[src/rtl/assert_macros.svh]
// concurrent assertion helpers, reset held low disables the check
`ifndef ASSERT_MACROS_SVH
`define ASSERT_MACROS_SVH

// same-cycle implication
`define ASSERT_IMPL(label, clk, rst_n, ante, cons) \
    label: assert property (@(posedge clk) disable iff (!(rst_n)) (ante) |-> (cons)) \
        else $error("assertion failed");

// next-cycle implication
`define ASSERT_NEXT(label, clk, rst_n, ante, cons) \
    label: assert property (@(posedge clk) disable iff (!(rst_n)) (ante) |=> (cons)) \
        else $error("assertion failed");

`endif

[src/rtl/cgcs_pkg.sv]
`timescale 1ns / 1ps

package cgcs_pkg;

    // field widths
    localparam int BYTE_W   = 8;
    localparam int ROT_W    = 5;
    localparam int GROUP_W  = 4;
    localparam int LINE_W   = 8;
    localparam int CFG_IDX_W = 2;
    localparam int CFG_DAT_W = 8;

    // register indexes
    localparam logic [CFG_IDX_W-1:0] REG_ROTATE_AMOUNT = 2'd0;
    localparam logic [CFG_IDX_W-1:0] REG_GROUP_SIZE    = 2'd1;
    localparam logic [CFG_IDX_W-1:0] REG_LINE_LIMIT    = 2'd2;

    // register reset values
    localparam logic [ROT_W-1:0]   ROTATE_RESET = 5'd0;
    localparam logic [GROUP_W-1:0] GROUP_RESET  = 4'd5;
    localparam logic [LINE_W-1:0]  LINE_RESET   = 8'd74;

    // character codes
    localparam logic [BYTE_W-1:0] CHR_SPACE = 8'd32;
    localparam logic [BYTE_W-1:0] CHR_LF    = 8'd10;
    localparam logic [BYTE_W-1:0] CHR_DEL   = 8'd127;
    localparam logic [BYTE_W-1:0] CHR_UC_A  = 8'd65;
    localparam logic [BYTE_W-1:0] CHR_UC_Z  = 8'd90;
    localparam logic [BYTE_W-1:0] CHR_LC_A  = 8'd97;
    localparam logic [BYTE_W-1:0] CHR_LC_Z  = 8'd122;
    localparam logic [ROT_W-1:0]  ALPHA_LEN = 5'd26;
    localparam logic [LINE_W-1:0] LINE_MAX  = 8'd255;

    typedef struct packed {
        logic [ROT_W-1:0]   rotate_amount;
        logic [GROUP_W-1:0] group_size;
        logic [LINE_W-1:0]  line_limit;
    } t_cfg;

    typedef struct packed {
        logic              keep;
        logic [BYTE_W-1:0] code;
    } t_enc;

    typedef struct packed {
        logic              need;
        logic [BYTE_W-1:0] code;
    } t_sep;

endpackage

[src/rtl/cgcs_intf.sv]
`timescale 1ns / 1ps

// raw byte channel
interface cgcs_in_if;
    logic       valid;
    logic       ready;
    logic [7:0] in_byte;

    modport source (output valid, output in_byte, input ready);
    modport sink (input valid, input in_byte, output ready);
endinterface

// cipher text channel
interface cgcs_out_if;
    logic       valid;
    logic       ready;
    logic [7:0] out_byte;
    logic       last;

    modport source (output valid, output out_byte, output last, input ready);
    modport sink (input valid, input out_byte, input last, output ready);
endinterface

// register write channel
interface cgcs_cfg_if;
    logic       valid;
    logic       ready;
    logic [1:0] index;
    logic [7:0] data;

    modport source (output valid, output index, output data, input ready);
    modport sink (input valid, input index, input data, output ready);
endinterface

[src/rtl/cgcs_cfg_regs.sv]
`timescale 1ns / 1ps

module cgcs_cfg_regs (
    input  logic          i_clk,
    input  logic          i_rst_n,
    cgcs_cfg_if.sink      i_cfg,
    output cgcs_pkg::t_cfg o_cfg
);
    import cgcs_pkg::*;

    t_cfg r_cfg;

    // writes are always taken
    assign i_cfg.ready = 1'b1;
    assign o_cfg       = r_cfg;

    // register file, unknown indexes ignored
    always_ff @(posedge i_clk) begin
        if (!i_rst_n) begin
            r_cfg.rotate_amount <= ROTATE_RESET;
            r_cfg.group_size    <= GROUP_RESET;
            r_cfg.line_limit    <= LINE_RESET;
        end else if (i_cfg.valid) begin
            unique case (i_cfg.index)
                REG_ROTATE_AMOUNT: r_cfg.rotate_amount <= i_cfg.data[ROT_W-1:0];
                REG_GROUP_SIZE:    r_cfg.group_size    <= i_cfg.data[GROUP_W-1:0];
                REG_LINE_LIMIT:    r_cfg.line_limit    <= i_cfg.data[LINE_W-1:0];
                default: ;
            endcase
        end
    end

endmodule

[src/rtl/cgcs_encoder.sv]
`timescale 1ns / 1ps

module cgcs_encoder (
    input  logic [7:0]       i_byte,
    input  logic [4:0]       i_rotate,
    output cgcs_pkg::t_enc   o_enc
);
    import cgcs_pkg::*;

    logic             is_upper;
    logic             is_lower;
    logic [ROT_W-1:0] rot_mod;
    logic [ROT_W-1:0] offset;
    logic [ROT_W:0]   sum;
    logic [ROT_W-1:0] letter;

    always_comb begin
        // printable, non-space bytes only
        o_enc.keep = (i_byte > CHR_SPACE) && (i_byte < CHR_DEL);

        is_upper = (i_byte >= CHR_UC_A) && (i_byte <= CHR_UC_Z);
        is_lower = (i_byte >= CHR_LC_A) && (i_byte <= CHR_LC_Z);

        // fold rotation into 0..25
        rot_mod = (i_rotate >= ALPHA_LEN) ? (i_rotate - ALPHA_LEN) : i_rotate;

        // letter position in the alphabet
        offset = is_upper ? ROT_W'(i_byte - CHR_UC_A) : ROT_W'(i_byte - CHR_LC_A);

        // add and wrap once
        sum    = {1'b0, offset} + {1'b0, rot_mod};
        letter = (sum >= {1'b0, ALPHA_LEN}) ? ROT_W'(sum - {1'b0, ALPHA_LEN}) : sum[ROT_W-1:0];

        // letters go out upper case
        if (is_upper || is_lower) begin
            o_enc.code = CHR_UC_A + {3'b000, letter};
        end else begin
            o_enc.code = i_byte;
        end
    end

endmodule

[src/rtl/cgcs_framer.sv]
`timescale 1ns / 1ps

module cgcs_framer (
    input  logic           i_clk,
    input  logic           i_rst_n,
    input  cgcs_pkg::t_cfg i_cfg,
    input  logic           i_step,
    output cgcs_pkg::t_sep o_sep
);
    import cgcs_pkg::*;

    logic [GROUP_W-1:0] r_group_count;
    logic [LINE_W-1:0]  r_line_count;
    logic [GROUP_W-1:0] n_group_count;
    logic [LINE_W-1:0]  n_line_count;

    logic [GROUP_W:0]   next_group;
    logic [LINE_W-1:0]  line_inc;
    logic               line_feed;

    // separator decision for the character being emitted
    always_comb begin
        next_group = {1'b0, r_group_count} + 1'b1;
        line_inc   = (r_line_count != LINE_MAX) ? (r_line_count + 1'b1) : r_line_count;
        line_feed  = line_inc > i_cfg.line_limit;

        o_sep.need = next_group >= {1'b0, i_cfg.group_size};
        o_sep.code = line_feed ? CHR_LF : CHR_SPACE;

        n_group_count = r_group_count;
        n_line_count  = r_line_count;
        if (i_step) begin
            if (o_sep.need) begin
                n_group_count = '0;
                n_line_count  = line_feed ? '0 : line_inc;
            end else begin
                n_group_count = next_group[GROUP_W-1:0];
                n_line_count  = line_inc;
            end
        end
    end

    // group and line counters
    always_ff @(posedge i_clk) begin
        if (!i_rst_n) begin
            r_group_count <= '0;
            r_line_count  <= '0;
        end else begin
            r_group_count <= n_group_count;
            r_line_count  <= n_line_count;
        end
    end

endmodule

[src/rtl/caesar_grouped_cipher_stream.sv]
`timescale 1ns / 1ps
`include "assert_macros.svh"

// Grouped Caesar cipher stream. Takes one byte per cycle on i_in unless the
// output stalls or a separator is pending, and gives cipher text on o_out:
// letters rotated and upper cased, other printable bytes as they are, control
// bytes, space, DEL and bytes above 127 dropped with no transaction. After
// each group a space or, once the line is over the limit, a line feed
// follows; last is low on a character that has a separator behind it. A
// character with a separator holds the input, since the single output
// register sends the two results one after the other. Registers are written
// over i_cfg (0 rotate amount, 1 group size, 2 line limit); the user must
// write them only while the block is idle, which the block does not enforce.
module caesar_grouped_cipher_stream (
    input  logic        i_clk,
    input  logic        i_rst_n,
    cgcs_in_if.sink     i_in,
    cgcs_out_if.source  o_out,
    cgcs_cfg_if.sink    i_cfg
);
    import cgcs_pkg::*;

    t_cfg cfg;
    t_enc enc;
    t_sep sep;

    logic              r_in_valid;
    logic [BYTE_W-1:0] r_in_byte;
    logic              r_out_valid;
    logic [BYTE_W-1:0] r_out_byte;
    logic              r_out_last;
    logic              r_sep_pend;
    logic [BYTE_W-1:0] r_sep_code;

    logic out_free;
    logic in_consume;
    logic step;

    cgcs_cfg_regs u_cfg_regs (
        .i_clk   (i_clk),
        .i_rst_n (i_rst_n),
        .i_cfg   (i_cfg),
        .o_cfg   (cfg)
    );

    cgcs_encoder u_encoder (
        .i_byte   (r_in_byte),
        .i_rotate (cfg.rotate_amount),
        .o_enc    (enc)
    );

    cgcs_framer u_framer (
        .i_clk   (i_clk),
        .i_rst_n (i_rst_n),
        .i_cfg   (cfg),
        .i_step  (step),
        .o_sep   (sep)
    );

    // handshake control
    assign out_free   = !r_out_valid || o_out.ready;
    assign in_consume = r_in_valid && !r_sep_pend && (!enc.keep || out_free);
    assign step       = in_consume && enc.keep;
    assign i_in.ready = !r_in_valid || in_consume;

    assign o_out.valid    = r_out_valid;
    assign o_out.out_byte = r_out_byte;
    assign o_out.last     = r_out_last;

    // input register
    always_ff @(posedge i_clk) begin
        if (!i_rst_n) begin
            r_in_valid <= 1'b0;
        end else if (i_in.ready) begin
            r_in_valid <= i_in.valid;
        end
    end

    always_ff @(posedge i_clk) begin
        if (i_in.ready && i_in.valid) begin
            r_in_byte <= i_in.in_byte;
        end
    end

    // output register and pending separator
    always_ff @(posedge i_clk) begin
        if (!i_rst_n) begin
            r_out_valid <= 1'b0;
            r_sep_pend  <= 1'b0;
        end else if (out_free) begin
            if (r_sep_pend) begin
                r_out_valid <= 1'b1;
                r_sep_pend  <= 1'b0;
            end else if (step) begin
                r_out_valid <= 1'b1;
                r_sep_pend  <= sep.need;
            end else begin
                r_out_valid <= 1'b0;
            end
        end
    end

    always_ff @(posedge i_clk) begin
        if (out_free) begin
            if (r_sep_pend) begin
                r_out_byte <= r_sep_code;
                r_out_last <= 1'b1;
            end else if (step) begin
                r_out_byte <= enc.code;
                r_out_last <= !sep.need;
                r_sep_code <= sep.code;
            end
        end
    end

    // a pending separator sits behind a character that is not last
    `ASSERT_IMPL(a_pend_has_char, i_clk, i_rst_n, r_sep_pend, r_out_valid && !r_out_last)
    // a non-last result always has its separator queued
    `ASSERT_IMPL(a_char_has_pend, i_clk, i_rst_n, r_out_valid && !r_out_last, r_sep_pend)
    // a stalled character keeps its separator and its value
    `ASSERT_NEXT(a_pend_holds, i_clk, i_rst_n, r_sep_pend && !o_out.ready,
                 r_sep_pend && $stable(r_out_byte))

endmodule

[src/flat_wrapper.sv]
// flat-port wrapper written by rule: the top's interface ports become plain ports
module caesar_grouped_cipher_stream_flat import cgcs_pkg::*;
  (i_clk, i_rst_n, i_in_valid, i_in_in_byte, i_in_ready, o_out_valid, o_out_out_byte, o_out_last, o_out_ready, i_cfg_valid, i_cfg_index, i_cfg_data, i_cfg_ready);
  cgcs_in_if i_in_i ();
  cgcs_out_if o_out_i ();
  cgcs_cfg_if i_cfg_i ();
  input  logic i_clk;
  input  logic i_rst_n;
  input wire logic [$bits(i_in_i.valid)-1:0] i_in_valid;
  input wire logic [$bits(i_in_i.in_byte)-1:0] i_in_in_byte;
  output wire logic [$bits(i_in_i.ready)-1:0] i_in_ready;
  output wire logic [$bits(o_out_i.valid)-1:0] o_out_valid;
  output wire logic [$bits(o_out_i.out_byte)-1:0] o_out_out_byte;
  output wire logic [$bits(o_out_i.last)-1:0] o_out_last;
  input wire logic [$bits(o_out_i.ready)-1:0] o_out_ready;
  input wire logic [$bits(i_cfg_i.valid)-1:0] i_cfg_valid;
  input wire logic [$bits(i_cfg_i.index)-1:0] i_cfg_index;
  input wire logic [$bits(i_cfg_i.data)-1:0] i_cfg_data;
  output wire logic [$bits(i_cfg_i.ready)-1:0] i_cfg_ready;
  assign i_in_i.valid = i_in_valid;
  assign i_in_i.in_byte = i_in_in_byte;
  assign i_in_ready = i_in_i.ready;
  assign o_out_valid = o_out_i.valid;
  assign o_out_out_byte = o_out_i.out_byte;
  assign o_out_last = o_out_i.last;
  assign o_out_i.ready = o_out_ready;
  assign i_cfg_i.valid = i_cfg_valid;
  assign i_cfg_i.index = i_cfg_index;
  assign i_cfg_i.data = i_cfg_data;
  assign i_cfg_ready = i_cfg_i.ready;
  caesar_grouped_cipher_stream u_core (.i_clk(i_clk), .i_rst_n(i_rst_n), .i_in(i_in_i), .o_out(o_out_i), .i_cfg(i_cfg_i));
endmodule
[config.mk]
export PLATFORM = sky130hd
export DESIGN_NAME = caesar_grouped_cipher_stream_flat
export DESIGN_NICKNAME = d
export VERILOG_FILES = /design/src/rtl/cgcs_pkg.sv /design/src/rtl/cgcs_intf.sv /design/src/rtl/cgcs_cfg_regs.sv /design/src/rtl/cgcs_encoder.sv /design/src/rtl/cgcs_framer.sv /design/src/rtl/caesar_grouped_cipher_stream.sv /design/src/flat_wrapper.sv
export VERILOG_INCLUDE_DIRS = /design/src /design/src/rtl
export SDC_FILE = /design/constraint.sdc
export NUM_CORES = 1
export LEC_CHECK = 0
export BUFFER_PORTS_ARGS = -buffer_cell sky130_fd_sc_hd__buf_4
export CORE_MARGIN = 5
export CORE_UTILIZATION = 53
export CTS_CLUSTER_DIAMETER = 50
export CTS_CLUSTER_SIZE = 16
export DETAILED_ROUTE_END_ITERATION = 16
export GPL_ROUTABILITY_DRIVEN = 0
export PLACE_DENSITY = 0.85
export SLEW_MARGIN = 20
export SYNTH_ARGS = -nofsm -noshare
export SYNTH_HDL_FRONTEND = slang
export SYNTH_SLANG_ARGS = --single-unit
[constraint.sdc]
create_clock -name i_clk -period 3.1 [get_ports i_clk]
set_input_delay 0.775 -clock i_clk [delete_from_list [all_inputs] [get_ports i_clk]]
set_output_delay 0.775 -clock i_clk [all_outputs]
set_load 0.01 [all_outputs]
==> results of run 1 <==
-- layout make-up --
type	count	area [um^2]	share of cell area (%)
Timing Repair Buffer	62	473	12.0
Tap cell	75	93.8	2.38
Sequential cell	51	1210	30.8
Clock buffer	7	86.3	2.19
Multi-Input combinational cell	257	1970	50.0
Clock inverter	1	5.00	0.127
Inverter	26	100	2.54
-- kinds of logic (layout without fill, tap and decap cells) --
family | Yosys count | after routing
buf+inv | 35 | 96
fa+ha+maj | 27 | 27
mux | 15 | 15
compound gates | 77 | 77
xor+xnor | 12 | 12
other cells | 1 | 1
flops | 51 | 51
simple gates | 125 | 125
-- final timing paths --
path              slack (ns)                             start                                to  cells after the start
setup reg to reg       -0.03               u_core.r_in_byte[3]          u_core.o_out.out_byte[3]                     11
setup / recovery       -0.03               u_core.r_in_byte[3]          u_core.o_out.out_byte[3]                     11
hold reg to reg         0.49  u_core.u_framer.r_group_count[1]  u_core.u_framer.r_group_count[1]                      2
hold / removal          0.49  u_core.u_framer.r_group_count[1]  u_core.u_framer.r_group_count[1]                      2
-- placed cells by master (no fill, tap or decap), types with 3 or more instances in the layout --
| master | n |
|---|---|
| inv_1 | 20 |
| a21o_1 | 5 |
| nand3_1 | 10 |
| ha_1 | 21 |
| o31ai_1 | 4 |
| a21oi_1 | 14 |
| mux2i_1 | 13 |
| nand2b_1 | 4 |
| ha_4 | 4 |
| and2_1 | 9 |
| a211oi_2 | 4 |
| o21ai_1 | 8 |
| nor2b_1 | 17 |
| a21boi_1 | 8 |
| and3_1 | 3 |
| clkbuf_8 | 6 |
| o21ai_0 | 11 |
| o21a_1 | 5 |
| nor2_1 | 20 |
| edfxtp_1 | 19 |
| dfxtp_1 | 30 |
| xor2_1 | 3 |
| xnor2_2 | 3 |
| buf_4 | 60 |
| xnor2_1 | 4 |
| inv_2 | 5 |
| nand2_1 | 41 |
-- layer usage --
layer  part of all wire, %  wire length [um]  vias up
met1                    39              2750     1256
met5                     0                 0        -
met4                   2.2               152        0
met3                   3.6               248       14
li1                      -                 -     1316
met2                    55              3830       50
-- power groups by stage --
| stage | registers [mW] | clock network [mW] | logic (mW) |
|---|---|---|---|
| 2_1_floorplan | 0.745 | 0 | 0.180 |
| 3_3_place_gp | 0.743 | 0 | 0.268 |
| 3_5_place_dp | 0.745 | 0 | 0.279 |
| 4_1_cts | 0.729 | 0.400 | 0.293 |
| 5_1_grt | 0.732 | 0.432 | 0.371 |
| 6_report | 0.729 | 0.393 | 0.341 |
-- state kept, by name, summed over array words and instances (netlist names) --
name                           count
u_core.u_cfg_regs.o_cfg           17
u_core.u_framer.r_line_count       8
u_core.r_in_valid                  1
u_core.r_sep_code                  2
u_core.u_framer.r_group_count      4
u_core.o_out.valid                 1
u_core.o_out.out_byte              8
u_core.o_out.last                  1
u_core.r_sep_pend                  1
u_core.r_in_byte                   8
-- worst max-delay path, stage by stage, from the launching register on --
cell and delay [ns]:
edfxtp_1 0.40, or4_4 0.57, nand2_4 0.10, ha_4 0.22, a21o_1 0.18, or2_1 0.24
o22ai_2 0.15, a21boi_4 0.31, buf_6 0.13, mux2_2 0.34, and4_1 0.19, a211oi_2 0.13
-- per-stage QoR --
step,TNS (ns),worst slack (ns)
global route,-0.428,-0.109
finish,-0.0387,-0.0313
floorplan,-0.00927,-0.00927
CTS,0,0.000661
detailed placement,-0.525,-0.156
global placement,-0.104,-0.0487
-- repair_timing --
item	in CTS	in global routing
buffers inserted	1	3
gates resized for setup	17	26
pin swaps	8	12
setup endpoints to repair	5	13
==> qor.txt, run 1 <==
Mux cell area share after synthesis - 4.95%
Met3 usage in global routing - 3.41%
Largest family of logic cells by synthesized area - simple AND/OR/NAND/NOR gates
Core Area - 5850 um^2
Pwr Density - 371 nW/um^2
CTS Buffer Depth - 2
Peak fanout along the critical path - 5
Largest net degree at the start of global routing - 35
CTS Buf Count - 5
# IOs - 35
Critical Path AT - 3.28 ns
Post-Route Utilization - 67.4%
XOR/XNOR Fraction of Synth Area - 3.35%
Switching Fraction - 27.0%
Hold Crit Class - flip-flop to flip-flop
Crit end category - flip-flop
# fillers - 440
Peak supply drop - 0.000224 V
Setup CP Type - flip-flop to flip-flop
Met2 Track Usage GR - 35.5%
CTS tree - built
Complex-gate fraction of the synthesized area - 17.4%
DR iter-0 viols - 129
CTS Sinks - 51
Synth cell count leaders - nand2_1 (42), dfxtp_1 (32), ha_1 (26), inv_1 (25), nor2_1 (20)
Max cap viols - 0
DP Wirelength - 5.17 mm
Port-buffer cells - 33
Async set-reset flop share out of synthesis - 0%
Syn. warnings - 0
Final Max Tran Viols - 0
Net switching power figure - 0.394 mW
Top-count cell post-synth - nand2_1
Skew-Pair Late Insertion Delay - 0.30 ns
Post-synth top area share - 20.4%
Nets - 453
Measured slew at the worst slew-check pin - 0.499 ns
Hold_ws - 0.485 ns
Post-synthesis sequential area ratio - 38.6%
Wire length per cell - 14.6 um
Syn_nets - 393
Post-synthesis instance area - 3130 um^2
Max Fclk - 319 MHz
First-pass GRT wire length - 11.2 mm
Dpl cells - 468
ANT nets after route - 0
Final Cycle Share - 101%
CP Launch Type - flip-flop
Post-route design area - 3950 um^2
Leakage Power - 1.72 nW
Vias/cell - 5.50
Mapped Cells - 343
Total track usage - 18.4%
Pre-antenna DRT Iters - 4
Area Growth Syn to Fin - 25.9%
Final WL - 6.98 mm
Diodes inserted - 0
Non-filler instance count after layout - 479
Combinational power share - 23.3%
Overflow after GRT - 0
Detailed-route DRC error count - 0
Avg Cell Area, Syn - 9.14 um^2
Synth Flop Type - dfxtp_1
Simple-gate share of the synthesized area - 20.1%
Antenna violations before repair - 0
Fraction of layout cells with a size suffix above 1 - 27.7%
Vias - 2,636
Failing checks - setup timing
Post-synthesis adder-cell area fraction - 11.0%
Clock network power share - 26.8%
Synth cell types - 54
Dominant cells by area after synthesis - dfxtp_1 (20%), edfxtp_1 (18%), ha_1 (10%), nand2_1 (5.0%), mux2i_1 (4.2%)
Vias in the first global route - 2,573
Reg power frac - 49.8%
Outcome - complete, but fails checks
Die width - 86.9 um
Final hold vios - 0
Final setup vio count - 2
CTS clk-pin slew, worst paths - 0.09 ns
Tmin final - 3.13 ns
Die height - 86.9 um
Post-route clock skew - 0.0108 ns
Worst endpoint required time - 3.25 ns
Pwr Total - 1.46 mW
FP Rows - 28
Final Worst Setup Slack - -0.0313 ns
Initial Util - 53.6%
H-tree levels - 2
# hold bufs at CTS - 0
Root buffer cell - clkbuf_8
Die area - 7550 um^2
Max_slew headroom - 66.5%
Cell Area, Placed - 3650 um^2
Met1 GRT Util - 20.0%
Flops & latches, synth - 51
Cell-internal power - 1.07 mW
Area leader, netlist - dfxtp_1
Gr busiest metal - met2
EDFF count, synth - 19
RSZ-0062 raised after global routing - true
No activity file was read; power rests on OpenSTA's default activity.
==> inputs of run 2 (changes only) <==
- CORE_UTILIZATION: 53 -> 62
- PLACE_DENSITY: 0.85 -> 0.93
- clock period: 3.1 -> 4 ns (I/O delays scaled with it)
==> run 2 against run 1 <==
  * The run now ends clean
  * Critical path depth grew 4
  * First-iteration DRC count increased by 19%
  * Core utilization increased by 6.3 points
  * Sequential share of layout area increased by 3.3 points
  * Clock-buffer cell count fell by 2
  * Combinational power decreased by 45%
  * Routed wire length down 8.4%
  * Final area fell by 10%
  * Setup slack improved by 0.61 ns
  * Non-clock buffer count shrank 27
==> qor.txt, run 2 (synthesized netlist as in run 1, its figures left out) <==
Outcome - completed
RSZ-0062 raised after global routing - false
DR iter-0 viols - 154 (+19%)
Worst endpoint required time - 4.06 ns (+0.81 ns)
Final WL - 6.40 mm (-8.4%)
Core Area - 4820 um^2 (-18%)
# hold bufs at CTS - 0 (unchanged)
Total track usage - 20.8% (+2.4 points)
Net switching power figure - 0.295 mW (-25%)
First-pass GRT wire length - 10.6 mm (-4.9%)
Peak supply drop - 0.000217 V (-3.3%)
Pre-antenna DRT Iters - 4 (unchanged)
CTS Buffer Depth - 2 (unchanged)
Detailed-route DRC error count - 0 (unchanged)
Setup TNS - 0 ns (+0.0387 ns)
Fraction of layout cells with a size suffix above 1 - 14.3% (-13 points)
Hold Crit Class - flip-flop to flip-flop
Final hold vios - 0 (unchanged)
Die width - 81.1 um (-6.7%)
Clock network power share - 32.6% (+5.8 points)
CTS clk-pin slew, worst paths - 0.10 ns (about the same)
CTS Sinks - 51 (unchanged)
CTS Buf Count - 5 (unchanged)
Vias/cell - 5.68 (+3.3%)
Cell-internal power - 0.829 mW (-22%)
Switching Fraction - 26.2% (-0.74 points)
Setup CP Type - flip-flop to flip-flop
Initial Util - 65.1% (+11 points)
Critical path's top delay family - compound AO/OA/AOI/OAI gates
Max_slew headroom - 38.0% (-28 points)
Measured slew at the worst slew-check pin - 0.928 ns (+0.428 ns)
CTS tree - built
Area of the multi-input gates - 1780 um^2 (-9.6%)
Diodes inserted - 0 (unchanged)
Area Growth Syn to Fin - 13.3%
Root buffer cell - clkbuf_8
Pwr Density - 316 nW/um^2 (-15%)
Die area - 6580 um^2 (-13%)
Vias in the first global route - 2,402 (-6.6%)
Largest net degree at the start of global routing - 35 (unchanged)
Peak fanout along the critical path - 5 (unchanged)
Post-route clock skew - 0.0114 ns (+0.000672 ns)
Post-Route Utilization - 73.7% (+6.3 points)
Resized Gates After CTS - 0 (-17)
Skew-Pair Late Insertion Delay - 0.31 ns (about the same)
H-tree levels - 2 (unchanged)
Port-buffer cells - 33 (unchanged)
Slowest stage delay, CP - 0.47 ns (-0.10 ns)
Number of flip-flops in the largest register - 17 (unchanged)
Commonest non-fill, non-tap cell in the layout - nand2_1
CP max stage cell - fa_1
Max cap viols - 0 (unchanged)
Final Max Tran Viols - 0 (unchanged)
CP bufs+invs - 2 (+1)
Post-CTS Setup Bufs - 0 (-1)
Crit end category - flip-flop
# fillers - 345 (-22%)
Register area - 1210 um^2 (-0.21%)
Combinational power share - 16.8% (-6.5 points)
DP Wirelength - 4.83 mm (-6.6%)
Most frequent cells in the layout - nand2_1 (42), buf_4 (35), dfxtp_1 (32)
Antenna violations before repair - 0 (unchanged)
ANT nets after route - 0 (unchanged)
Critical Path AT - 3.48 ns (+0.20 ns)
# IOs - 35 (unchanged)
Nets - 426 (-6.0%)
Leakage Power - 1.55 nW (-9.7%)
Wire length per cell - 14.4 um (-1.2%)
Max Fclk - 292 MHz (-8.5%)
Die height - 81.1 um (-6.7%)
Vias - 2,523 (-4.3%)
Final Cycle Share - 85.5% (-16 points)
Final setup vio count - 0 (-2)
Overflow after GRT - 0 (unchanged)
Crit-path cells - inv_1 -> ha_1 -> inv_1 -> a21oi_1 -> o21ai_0 -> o31ai_1 -> fa_1 -> xnor2_1 -> and2_1 -> a2111oi_4 -> a21boi_2 -> xnor2_1 -> ha_1 -> a311o_1 -> o221ai_1
CP Launch Type - flip-flop
Reg power frac - 50.6% (+0.8 points)
Tmin final - 3.42 ns (+0.289 ns)
FP Rows - 25 (-11%)
## run 2: worst reg2reg max path, stage by stage, from the launching register on
cell,delay [ns]
dfxtp_1,0.40
inv_1,0.08
ha_1,0.22
inv_1,0.10
a21oi_1,0.06
o21ai_0,0.16
o31ai_1,0.14
fa_1,0.47
xnor2_1,0.33
and2_1,0.25
a2111oi_4,0.06
a21boi_2,0.26
xnor2_1,0.15
ha_1,0.22
a311o_1,0.17
o221ai_1,0.10
## run 2: power groups by stage
stage	clock (mW)	sequential (mW)	combinational, mW
floorplan	0	0.577	0.137
finish	0.366	0.568	0.189
global placement	0	0.579	0.179
CTS	0.370	0.568	0.190
detailed placement	0	0.580	0.188
global route	0.393	0.571	0.212
## run 2: per-layer routing
metal / vias to the layer above / global-route usage, % / share of wire, %
met5: - / 0 / 0
met4: 0 / 10.5 / 4.3
met3: 24 / 3.55 / 5.2
met2: 80 / 37.3 / 51
met1: 1155 / 23.7 / 39
li1: 1264 / - / -
## run 2: area by class of cell
| cell class | instances | share of cell area [%] |
|---|---|---|
| tap | 67 | 2.36 |
| timing repair buffer | 35 | 7.40 |
| clock buffer | 5 | 1.94 |
| multi-input combinational | 257 | 50.2 |
| inverter | 26 | 2.75 |
| sequential | 51 | 34.1 |
| clock inverter | 3 | 1.20 |
## run 2: per-stage QoR
step	std cells	power, mW	setup WS (ns)	cell area (um^2)	hold WS (ns)
floorplan	343	0.715	0.728	3130	0.448
detailed placement	436	0.768	0.557	3440	0.470
global placement	436	0.758	0.716	3440	0.458
finish	444	1.12	0.580	3550	0.487
CTS	444	1.13	0.565	3550	0.484
global route	444	1.18	0.307	3550	0.522
## run 2: worst paths after layout
kind / start / end / slack, ns / depth (start not counted)
setup / recovery: u_core.u_cfg_regs.o_cfg[13] / u_core.o_out.out_byte[4] / 0.58 / 15
hold / removal: u_core.u_framer.r_group_count[1] / u_core.u_framer.r_group_count[1] / 0.49 / 2
setup reg to reg: u_core.u_cfg_regs.o_cfg[13] / u_core.o_out.out_byte[4] / 0.58 / 15
hold reg to reg: u_core.u_framer.r_group_count[1] / u_core.u_framer.r_group_count[1] / 0.49 / 2
==> inputs of run 3 (changes only) <==
- PLACE_DENSITY: 0.93 -> 0.92
- SYNTH_HIERARCHICAL: default -> 1
==> run 3 against run 2 <==
  * Area after synthesis increased by 14%
  * Clock skew decreased by 0.0052 ns
  * Final area increased by 14%
  * Via count is 8.2% higher
  * Non-clock buffer count unchanged
  * Sequential cell count up 6
  * Sequential power increased by 14%
  * First-iteration DRC count is 7.1% lower
  * Highest routed layer unchanged
==> qor.txt, run 3 <==
Die area - 7390 um^2 (+12%)
CP Launch Type - flip-flop
Antenna violations before repair - 0 (unchanged)
Crit end category - flip-flop
Setup CP Type - flip-flop to flip-flop
Fraction of layout cells with a size suffix above 1 - 21.8% (+7.5 points)
Post-synthesis sequential area ratio - 38.9% (+0.22 points)
CTS tree - built
Peak supply drop - 0.000263 V (+21%)
Root buffer cell - clkbuf_8
Outcome - completed
Dpl cells - 446 (+2.3%)
Measured slew at the worst slew-check pin - 0.730 ns (-0.197 ns)
Most frequent cells in the layout - buf_4 (35), nand2_1 (33), dfxtp_1 (31)
EDFF count, synth - 25 (+6)
FP Rows - 27 (+8.0%)
Vias in the first global route - 2,790 (+16%)
Skew-Pair Late Insertion Delay - 0.33 ns (+0.02 ns)
Synth cell types - 64 (+19%)
Post-CTS Setup Bufs - 0 (unchanged)
Final setup vio count - 0 (unchanged)
Final Cycle Share - 93.9% (+8.4 points)
CTS Buf Count - 9 (+4)
Initial Util - 64.2% (-0.84 points)
Worst endpoint required time - 4.08 ns (+0.02 ns)
Crit-path cells - inv_1 -> ha_1 -> o21ai_0 -> a41oi_2 -> fa_2 -> xor2_2 -> o22ai_1 -> nor4_4 -> nor2_2 -> xnor2_1 -> ha_1 -> nand4bb_1 -> xor2_1 -> mux2_2 -> mux2_2
Vias - 2,729 (+8.2%)
Post-synthesis instance area - 3580 um^2 (+14%)
Nets - 435 (+2.1%)
First-pass GRT wire length - 12.7 mm (+19%)
Final WL - 7.66 mm (+20%)
Wire length per cell - 16.6 um (+15%)
Critical Path AT - 3.84 ns (+0.36 ns)
Max cap viols - 0 (unchanged)
Resized Gates After CTS - 0 (unchanged)
Core Area - 5570 um^2 (+16%)
CP max stage cell - fa_2
Tmin final - 3.76 ns (+0.337 ns)
Vias/cell - 5.91 (+4.0%)
Area leader, netlist - edfxtp_1
Detailed-route DRC error count - 0 (unchanged)
DR iter-0 viols - 143 (-7.1%)
Pre-antenna DRT Iters - 4 (unchanged)
Area of the multi-input gates - 1990 um^2 (+12%)
DP Wirelength - 5.42 mm (+12%)
Mapped Cells - 356 (+3.8%)
Synth Flop Type - dfxtp_1
Async set-reset flop share out of synthesis - 0% (unchanged)
Dominant cells by area after synthesis - edfxtp_1 (21%), dfxtp_1 (18%), ha_1 (9.1%), mux2i_1 (3.6%), nand2_1 (3.5%)
CTS Buffer Depth - 2 (unchanged)
Leakage Power - 1.68 nW (+8.1%)
Total track usage - 21.9% (+1.1 points)
Final Max Tran Viols - 0 (unchanged)
Diodes inserted - 0 (unchanged)
Synth cell count leaders - nand2_1 (33), dfxtp_1 (32), inv_1 (27), ha_1 (26), edfxtp_1 (25)
Non-filler instance count after layout - 462 (+4.1%)
Number of flip-flops in the largest register - 17 (unchanged)
# fillers - 395 (+14%)
CTS Sinks - 57 (+12%)
Register area - 1390 um^2 (+15%)
# IOs - 35 (unchanged)
Port-buffer cells - 33 (unchanged)
Top-count cell post-synth - nand2_1
Post-route design area - 4050 um^2 (+14%)
Flops & latches, synth - 57 (+12%)
CTS clk-pin slew, worst paths - 0.06 ns (-0.04 ns)
Max_slew headroom - 51.0% (+13 points)
Final hold vios - 0 (unchanged)
Peak fanout along the critical path - 5 (unchanged)
H-tree levels - 3 (+1)
Area Growth Syn to Fin - 13.1%
Hold Crit Class - flip-flop to flip-flop
Die height - 86.0 um (+6.0%)
ANT nets after route - 0 (unchanged)
Overflow after GRT - 0 (unchanged)
Post-synth top area share - 21.0% (+0.53 points)
Slowest stage delay, CP - 0.45 ns (-0.02 ns)
Max Fclk - 266 MHz (-9.0%)
# hold bufs at CTS - 0 (unchanged)
Die width - 86.0 um (+6.0%)
Syn. warnings - 6 (+6)
Largest net degree at the start of global routing - 42 (+20%)
Avg Cell Area, Syn - 10.1 um^2 (+10%)
Cell Area, Placed - 3820 um^2 (+11%)
Post-route clock skew - 0.00625 ns (-0.00518 ns)
Commonest non-fill, non-tap cell in the layout - buf_4
Pwr Density - 358 nW/um^2 (+13%)
[run 3: critical path, delay by kind of cell, from the launching register on]
kind | cells | cell delay (ns)
buf+inv | 1 | 0.07
compound gates | 3 | 0.72
xor+xnor | 3 | 0.54
simple gates | 3 | 0.42
mux | 2 | 0.51
fa+ha+maj | 3 | 0.90
flops | 1 | 0.37
[run 3: per-layer routing]
layer / global-route usage [%] / vias up / share of wire, %
met5: 0 / - / 0
met4: 10.2 / 0 / 2.5
met3: 5.28 / 21 / 4.1
met2: 39.6 / 72 / 53
met1: 23.9 / 1308 / 40
li1: - / 1328 / -
[run 3: final cells by class]
| type | count | share of cell area, % |
|---|---|---|
| sequential | 57 | 34.4 |
| inverter | 27 | 2.50 |
| tap | 72 | 2.23 |
| multi-input combinational | 255 | 49.2 |
| timing repair buffer | 35 | 6.49 |
| clock buffer | 10 | 3.15 |
| clock inverter | 6 | 2.01 |
[run 3: cell families (layout without fill, tap and decap cells)]
group | after synthesis | after routing | share of synthesized area [%]
flip-flops | 57 | 57 | 38.9
XOR/XNOR | 13 | 13 | 3.39
adder cells (fa/ha/maj) | 27 | 27 | 9.65
other | 2 | 6 | 0.210
buffers and inverters | 48 | 78 | 6.54
multiplexers | 27 | 27 | 8.46
AO/OA/AOI/OAI | 65 | 65 | 13.5
AND/OR/NAND/NOR | 117 | 117 | 19.4
[run 3: per-stage QoR]
step	total power [mW]	setup WS (ns)	hold WS, ns	utilization (%)	setup TNS [ns]
final	1.45	0.243	0.460	72.6	0
after global routing	1.51	-0.00435	0.493	72.6	-0.00435
after CTS	1.45	0.131	0.465	72.3	0
after detailed placement	0.876	0.169	0.456	68.5	0
after global placement	0.861	0.351	0.447	68.5	0
after floorplan	0.815	0.472	0.435	-	0
[run 3: worst paths after layout]
kind / from / to / slack (ns) / cells after the start
worst max register to register: u_core/u_cfg_regs/o_cfg[13] / u_core/o_out.out_byte[4] / 0.24 / 15
worst min-delay path: u_core/u_cfg_regs/o_cfg[2] / u_core/u_cfg_regs/o_cfg[2] / 0.46 / 2
worst max-delay path: u_core/u_cfg_regs/o_cfg[13] / u_core/o_out.out_byte[4] / 0.24 / 15
worst min register to register: u_core/u_cfg_regs/o_cfg[2] / u_core/u_cfg_regs/o_cfg[2] / 0.46 / 2
[run 3: report_power, final]
group / internal, mW / switching (mW) / total [mW]
registers: 0.629 / 0.0164 / 0.646
logic: 0.105 / 0.124 / 0.229
clock network: 0.348 / 0.228 / 0.576
